[src/sv/spq_pkg.sv]
// Shared types and codes for the sorted priority queue.
package spq_pkg;

  typedef enum logic {
    OP_INSERT = 1'b0,
    OP_REMOVE = 1'b1
  } op_e;

  typedef enum logic [1:0] {
    ST_OK    = 2'd0,
    ST_FULL  = 2'd1,
    ST_EMPTY = 2'd2
  } status_e;

  // Shift commands broadcast to every cell of the chain.
  typedef struct packed {
    logic ins;  // accepted insert that finds room
    logic rem;  // accepted remove that finds an entry
  } ctl_t;

endpackage

[src/sv/spq_cell.sv]
// One slot of the sorted chain: holds an entry and trades it with its neighbors.
module spq_cell #(
  parameter int PAYLOAD_WIDTH = 32,
  parameter int PRIO_WIDTH    = 16
) (
  input  logic                     clk_i,
  input  logic                     rst_ni,
  input  spq_pkg::ctl_t            ctl_i,
  input  logic [PAYLOAD_WIDTH-1:0] new_payload_i,
  input  logic [PRIO_WIDTH-1:0]    new_prio_i,
  input  logic                     prev_ahead_i,
  input  logic                     prev_valid_i,
  input  logic [PAYLOAD_WIDTH-1:0] prev_payload_i,
  input  logic [PRIO_WIDTH-1:0]    prev_prio_i,
  input  logic                     next_valid_i,
  input  logic [PAYLOAD_WIDTH-1:0] next_payload_i,
  input  logic [PRIO_WIDTH-1:0]    next_prio_i,
  output logic                     ahead_o,
  output logic                     valid_o,
  output logic [PAYLOAD_WIDTH-1:0] payload_o,
  output logic [PRIO_WIDTH-1:0]    prio_o
);

  logic                     valid_q, valid_d;
  logic [PAYLOAD_WIDTH-1:0] payload_q, payload_d;
  logic [PRIO_WIDTH-1:0]    prio_q, prio_d;

  // An entry stays ahead of a new one when its priority is equal or greater,
  // so among equal priorities the older entry keeps the earlier slot.
  assign ahead_o = valid_q && ($signed(prio_q) >= $signed(new_prio_i));

  always_comb begin
    valid_d   = valid_q;
    payload_d = payload_q;
    prio_d    = prio_q;
    if (ctl_i.ins && !ahead_o) begin
      if (prev_ahead_i) begin
        valid_d   = 1'b1;
        payload_d = new_payload_i;
        prio_d    = new_prio_i;
      end else begin
        valid_d   = prev_valid_i;
        payload_d = prev_payload_i;
        prio_d    = prev_prio_i;
      end
    end else if (ctl_i.rem) begin
      valid_d   = next_valid_i;
      payload_d = next_payload_i;
      prio_d    = next_prio_i;
    end
  end

  always_ff @(posedge clk_i or negedge rst_ni) begin
    if (!rst_ni) begin
      valid_q <= 1'b0;
    end else begin
      valid_q <= valid_d;
    end
  end

  always_ff @(posedge clk_i) begin
    payload_q <= payload_d;
    prio_q    <= prio_d;
  end

  assign valid_o   = valid_q;
  assign payload_o = payload_q;
  assign prio_o    = prio_q;

endmodule

[src/sv/sorted_priority_queue_core.sv]
// Sorted priority queue built as a chain of compare-and-shift cells.
// Entries are held in a row of cells ordered by descending priority, oldest
// first among equal priorities, so the head cell always holds the next entry
// to leave. An insert is compared against every cell at once and each cell
// keeps its entry, takes the new one or takes its upper neighbor's; a remove
// shifts the whole row up by one. Each item yields exactly one result in the
// cycle after it is accepted, and a new item is taken every cycle while the
// output register is empty or being drained, so the sustained rate is one
// item per cycle; the cycle time is set by one priority compare plus the
// slot selection inside a cell.
module sorted_priority_queue_core #(
  parameter int CAPACITY      = 16,
  parameter int PAYLOAD_WIDTH = 32,
  parameter int PRIO_WIDTH    = 16,
  localparam int CntW  = $clog2(CAPACITY + 1),
  localparam int InW   = ((PAYLOAD_WIDTH + PRIO_WIDTH + 7) / 8) * 8,
  localparam int OutW  = ((2 * PAYLOAD_WIDTH + PRIO_WIDTH + 1 + CntW + 7) / 8) * 8
) (
  input  logic            clk_i,
  input  logic            rst_ni,
  input  logic            s_axis_tvalid_i,
  output logic            s_axis_tready_o,
  input  logic [InW-1:0]  s_axis_tdata_i,   // payload, prio
  input  logic            s_axis_tuser_i,   // op
  output logic            m_axis_tvalid_o,
  input  logic            m_axis_tready_i,
  output logic [OutW-1:0] m_axis_tdata_o,   // removed_payload, removed_prio,
                                            // top_valid, top_payload, occupancy
  output logic [1:0]      m_axis_tuser_o    // status
);

  localparam int PrioLo = PAYLOAD_WIDTH;
  localparam int RpLo   = 0;
  localparam int RqLo   = PAYLOAD_WIDTH;
  localparam int TvLo   = PAYLOAD_WIDTH + PRIO_WIDTH;
  localparam int TpLo   = TvLo + 1;
  localparam int OcLo   = TpLo + PAYLOAD_WIDTH;

  logic                     accept;
  logic                     is_remove;
  logic [PAYLOAD_WIDTH-1:0] in_payload;
  logic [PRIO_WIDTH-1:0]    in_prio;
  spq_pkg::ctl_t            ctl;

  logic [CAPACITY-1:0]      ahead;
  logic [CAPACITY-1:0]      valid;
  logic [PAYLOAD_WIDTH-1:0] payload [CAPACITY];
  logic [PRIO_WIDTH-1:0]    prio    [CAPACITY];

  logic [CntW-1:0]          count_q, count_d;
  logic                     m_valid_q;
  logic [OutW-1:0]          m_data_q, m_data_d;
  spq_pkg::status_e         m_status_q, m_status_d;

  assign in_payload = s_axis_tdata_i[PAYLOAD_WIDTH-1:0];
  assign in_prio    = s_axis_tdata_i[PrioLo +: PRIO_WIDTH];
  assign is_remove  = (s_axis_tuser_i == spq_pkg::OP_REMOVE);

  assign s_axis_tready_o = !m_valid_q || m_axis_tready_i;
  assign accept          = s_axis_tvalid_i && s_axis_tready_o;

  // The last cell is occupied exactly when the queue is full.
  assign ctl.ins = accept && !is_remove && !valid[CAPACITY-1];
  assign ctl.rem = accept && is_remove && valid[0];

  for (genvar g = 0; g < CAPACITY; g++) begin : g_cell
    logic                     p_ahead, p_valid, n_valid;
    logic [PAYLOAD_WIDTH-1:0] p_payload, n_payload;
    logic [PRIO_WIDTH-1:0]    p_prio, n_prio;

    if (g == 0) begin : g_head
      // Everything before the head counts as ahead of a new entry.
      assign p_ahead   = 1'b1;
      assign p_valid   = 1'b0;
      assign p_payload = '0;
      assign p_prio    = '0;
    end else begin : g_body
      assign p_ahead   = ahead[g-1];
      assign p_valid   = valid[g-1];
      assign p_payload = payload[g-1];
      assign p_prio    = prio[g-1];
    end

    if (g == CAPACITY - 1) begin : g_tail
      assign n_valid   = 1'b0;
      assign n_payload = '0;
      assign n_prio    = '0;
    end else begin : g_inner
      assign n_valid   = valid[g+1];
      assign n_payload = payload[g+1];
      assign n_prio    = prio[g+1];
    end

    spq_cell #(
      .PAYLOAD_WIDTH(PAYLOAD_WIDTH),
      .PRIO_WIDTH   (PRIO_WIDTH)
    ) u_cell (
      .clk_i         (clk_i),
      .rst_ni        (rst_ni),
      .ctl_i         (ctl),
      .new_payload_i (in_payload),
      .new_prio_i    (in_prio),
      .prev_ahead_i  (p_ahead),
      .prev_valid_i  (p_valid),
      .prev_payload_i(p_payload),
      .prev_prio_i   (p_prio),
      .next_valid_i  (n_valid),
      .next_payload_i(n_payload),
      .next_prio_i   (n_prio),
      .ahead_o       (ahead[g]),
      .valid_o       (valid[g]),
      .payload_o     (payload[g]),
      .prio_o        (prio[g])
    );
  end

  // Result fields reflect the chain as it will be after this item.
  always_comb begin
    count_d    = count_q;
    m_data_d   = '0;
    m_status_d = spq_pkg::ST_OK;
    if (is_remove) begin
      if (!valid[0]) begin
        m_status_d = spq_pkg::ST_EMPTY;
      end else begin
        count_d                         = count_q - CntW'(1);
        m_data_d[RpLo +: PAYLOAD_WIDTH] = payload[0];
        m_data_d[RqLo +: PRIO_WIDTH]    = prio[0];
        if (CAPACITY > 1 && valid[1]) begin
          m_data_d[TvLo]                  = 1'b1;
          m_data_d[TpLo +: PAYLOAD_WIDTH] = payload[1];
        end
      end
    end else begin
      m_data_d[TvLo] = 1'b1;
      if (valid[CAPACITY-1]) begin
        m_status_d                      = spq_pkg::ST_FULL;
        m_data_d[TpLo +: PAYLOAD_WIDTH] = payload[0];
      end else begin
        count_d = count_q + CntW'(1);
        if (ahead[0]) begin
          m_data_d[TpLo +: PAYLOAD_WIDTH] = payload[0];
        end else begin
          m_data_d[TpLo +: PAYLOAD_WIDTH] = in_payload;
        end
      end
    end
    m_data_d[OcLo +: CntW] = count_d;
  end

  always_ff @(posedge clk_i or negedge rst_ni) begin
    if (!rst_ni) begin
      count_q   <= '0;
      m_valid_q <= 1'b0;
    end else begin
      if (accept) begin
        count_q   <= count_d;
        m_valid_q <= 1'b1;
      end else if (m_axis_tready_i) begin
        m_valid_q <= 1'b0;
      end
    end
  end

  always_ff @(posedge clk_i) begin
    if (accept) begin
      m_data_q   <= m_data_d;
      m_status_q <= m_status_d;
    end
  end

  assign m_axis_tvalid_o = m_valid_q;
  assign m_axis_tdata_o  = m_data_q;
  assign m_axis_tuser_o  = m_status_q;

endmodule

[config.mk]
export PLATFORM = sky130hd
export DESIGN_NAME = sorted_priority_queue_core
export DESIGN_NICKNAME = d
export VERILOG_FILES = /design/src/sv/spq_pkg.sv /design/src/sv/spq_cell.sv /design/src/sv/sorted_priority_queue_core.sv
export SDC_FILE = /design/constraint.sdc
export NUM_CORES = 2
export LEC_CHECK = 0
export CORE_MARGIN = 3
export CORE_UTILIZATION = 30
export DETAILED_ROUTE_END_ITERATION = 8
export DONT_BUFFER_PORTS = 1
export SKIP_CTS_REPAIR_TIMING = 1
export SYNTH_ARGS = -nofsm -noshare
export SYNTH_HDL_FRONTEND = slang
export SYNTH_SLANG_ARGS = --single-unit
[constraint.sdc]
create_clock -name clk_i -period 5.8 [get_ports clk_i]
set_input_delay 0.58 -clock clk_i [delete_from_list [all_inputs] [get_ports clk_i]]
set_output_delay 0.58 -clock clk_i [all_outputs]
set_load 0.01 [all_outputs]
==> metrics.md <==
| Metric | Value |
|---|---|
| Status | `completed` |
| Hold Crit Class | `in2reg` |
| Hold wc startpoint | `s_axis_tdata_i[25]` |
| Buffers on Ports | `0` |
| Rows | `around 150` |
| Register bit total from synthesis | `about 880` |
| Routed vias/inst | `between 5 and 6` |
| TritonRoute pass-1 iters | `6` |
| Final Slew Violations | `0` |
| Initial core utilization | `0.3041` |
| Vias in the first global route | `33,800` |
| Worst Path Arrival | `roughly 4.7 ns` |
| Die width | `413.6 um` |
| Drt total wl | `165,800 um` |
| Die Y-Extent | `around 410 um` |
| CTS Sinks | `878` |
| Num CTS Buffers | `97` |
| ANT nets after route | `0` |
| Crit path max fanout | `29` |
| Htree depth | `3` |
| Clock root cell | `clkbuf_16` |
| CTS tree | `done` |
| Post-Synthesis Cells | `about 4,300` |
| Required @ worst endpoint | `6.25 ns` |
| Worst setup path class | `reg2reg` |
| Total core area | `between 0.15 and 0.2 sq mm` |
| Storage element area | `around 0.026 sq mm` |
| Reg2reg start | `g_cell[2].u_cell.prio_o[9]$_DFFE_PP_` |
| Ys async rst share | `0.02506` |
| Reg-to-reg critical path endpoint | `g_cell[3].u_cell.payload_o[19]$_DFFE_PP_` |
| Final period util | `0.7404` |
| TNS Setup | `0 ns` |
| Setup ws final | `1.506 ns` |
| Fin. Hold Viols | `0` |
| Multi-input logic area | `about 0.022 sq mm` |
| Placer Congestion | `around 1` |
| IO Count | `145` |
| Area grow syn2layout | `11.20%` |
| Synth unique cells | `between 60 and 70` |
| Unrepaired setup endpoints after global routing | `no` |
| Top_reg_cell synth | `edfxtp_1` |
| Overflow after GRT | `0` |
| Remaining DRCs | `0` |
| Place WS | `~1.2 ns` |
| Cells on worst reg2reg path | `9` |
| Initial antenna violation count | `4` |
| Nets | `roughly 4,400` |
| First-pass GRT wire length | `roughly 240,000 um` |
| Crit. Startpoint | `g_cell[2].u_cell.prio_o[9]$_DFFE_PP_` |
| Final setup vio count | `0` |
| Register area share after synthesis | `0.5267` |
| 1st-iter DRT viols | `3,797` |
| Routed len/inst | `around 26 um` |
| CP Capture Type | `register` |
| Fin crit period | `4.294 ns` |
| EDFF count, synth | `856` |
| Largest net degree at the start of global routing | `142` |
| Mapped cell area | `approximately 0.050 sq mm` |
| Die Area | `between 0.15 and 0.2 sq mm` |
| Filler cell count | `~16,000` |
| Max-Cap Viols | `0` |
| Max Buffers Root-to-Sink | `3` |
| Worst setup path end | `g_cell[3].u_cell.payload_o[19]$_DFFE_PP_` |
| Worst Max-Slew Pin Slew | `roughly 1.4 ns` |
| Mapped Avg Cell Area | `around 12 sq um` |
| Share of cells above drive strength 1 | `0.1347` |
| Power Dens Cells | `about 420 mW/mm^2` |
| Worst-path clk slew | `roughly 0.070 ns` |
| Clock Latency Late Sink | `0.73 ns` |
| GRT Util Overall | `0.1890` |
| Normalized max-slew margin | `0.08760` |
| Synth warn | `0` |
| HPWL Detailed | `between 100,000 and 150,000 um` |
| Routed via count | `between 30,000 and 40,000` |
| Final Skew | `0.06437 ns` |
| CP startpoint kind | `register` |
| Register-to-register setup slack | `approximately 1.5 ns` |
| Pleak | `21.62 nW` |
| ANT cells | `0` |
| Max VDD drop | `0.2641 mV` |
| Fmax | `0.2329 GHz` |
## layer usage
layer	GRT usage	wire length [um]	up-vias
li1	-	-	15750
met1	0.2652	72880	17640
met2	0.2855	71980	1527
met3	0.04289	15350	264
met4	0.06485	5591	4
met5	0	27	-
## critical path, cell delays in order (launching register included)
cell and delay, ns:
edfxtp_1 0.46, ha_1 0.34, nand4_1 0.36, nor3_1 0.78, a211oi_1 0.18, o31ai_1 1.03, a21oi_4 0.02, buf_4 0.40
mux2i_1 0.27, o21ai_0 0.09
## report_power, final
part / leakage [nW] / internal (W) / switching (W) / total, W
Combinational: 11.9 / 0.00272 / 0.00461 / 0.00734
Sequential: 8.25 / 0.00876 / 0.000910 / 0.00967
Clock: 1.50 / 0.00338 / 0.00276 / 0.00613
Total: 21.6 / 0.0149 / 0.00828 / 0.0231
## cells in the final DEF (no fill, tap or decap), types with 19 or more instances in the layout
cell type and n:
and3_1 49, buf_4 63, a21oi_1 418, clkinv_2 19, dfrtp_1 21, mux2i_1 619, ha_1 242, o21ai_0 406
nand2_1 324, edfxtp_1 856, clkbuf_1 24, inv_1 46, a31oi_1 54, buf_12 23, mux2_2 287, nand4_1 54
nand3_1 20, nor2_1 221, clkbuf_16 97, clkinv_1 21, mux2_1 47
## cell type report
cell class,instances,area share
Tap cell,2175,0.04910
Sequential cell,878,0.4737
Timing Repair Buffer,89,0.01738
Inverter,47,0.003228
Multi-Input combinational cell,2970,0.4010
Clock buffer,121,0.04542
Clock inverter,59,0.01014
## cell usage after synthesis, types with 6 or more instances
library cell    n  area share
and3_1         50      0.0063
mux2i_1       619        0.12
ha_1          242       0.061
nand4_1        54      0.0068
o211ai_1       16      0.0024
edfxtp_1      856        0.52
mux2_2        287       0.065
a31oi_1        57      0.0072
nor3_1         16      0.0016
o21ai_0       406       0.041
buf_4          12      0.0018
nand2_1       337       0.025
nor2_1        223       0.017
buf_2          54      0.0054
nand2b_1       12      0.0015
nor4_1         16      0.0020
dfrtp_1        22       0.011
clkbuf_1      270       0.020
mux2_1         47       0.011
a211oi_1        8      0.0012
o31ai_1         8      0.0012
o21a_1         11      0.0017
inv_1          47      0.0035
nor2b_1        16      0.0020
a21oi_1       419       0.042
buf_1          37      0.0028
a21o_1         18      0.0027
nand3_1        23      0.0023
and4_1          8      0.0014
a22oi_1         6     0.00090
## stage by stage
| stage | utilization | cells | power (W) | cell area (sq um) | hold slack (ns) |
|---|---|---|---|---|---|
| 2_1_floorplan | - | 4269 | 0.01441 | 49850 | 0.2844 |
| 3_3_place_gp | 0.3191 | 6155 | 0.01687 | 52300 | 0.2852 |
| 3_5_place_dp | 0.3191 | 6155 | 0.01703 | 52300 | 0.2851 |
| 4_1_cts | 0.3379 | 6335 | 0.02320 | 55380 | -0.5085 |
| 5_1_grt | 0.3382 | 6339 | 0.02418 | 55430 | 0.02858 |
| 6_report | 0.3382 | 6339 | 0.02314 | 55430 | 0.07167 |
## registers in the layout, summed over array words and instances (netlist names)
| signal | count |
|---|---|
| g_cell.u_cell.prio_o | 256 |
| m_axis_tvalid_o | 1 |
| g_cell.u_cell.payload_o | 512 |
| m_axis_tdata_o | 86 |
| count_q | 5 |
| m_axis_tuser_o | 2 |
| g_cell.u_cell.valid_o | 16 |
## worst min path at each step
stage / end / slack (ns) / cells past startpoint
after CTS: g_cell[0].u_cell.valid_o$_DFFE_PN0P_ / -0.51 / 0
after global routing: g_cell[0].u_cell.payload_o[24]$_DFFE_PP_ / 0.03 / 1
final: g_cell[0].u_cell.payload_o[25]$_DFFE_PP_ / 0.07 / 1
after floorplan: count_q[0]$_DFFE_PN0P_ / 0.28 / 0
after global placement: m_axis_tvalid_o$_DFFE_PN0P_ / 0.29 / 0
after detailed placement: m_axis_tvalid_o$_DFFE_PN0P_ / 0.29 / 0
## logic make-up after synthesis
kind of cell	synth area share
AOI/OAI and AO/OA	0.1099
muxes	0.1998
DFF	0.5267
and+or+nand+nor	0.06745
buffers and inverters	0.03411
adders and majority gates	0.06075
xor gates and xnor gates	0.001230
other	0.00007523
Note: power is estimated with default switching activity, not from simulation.
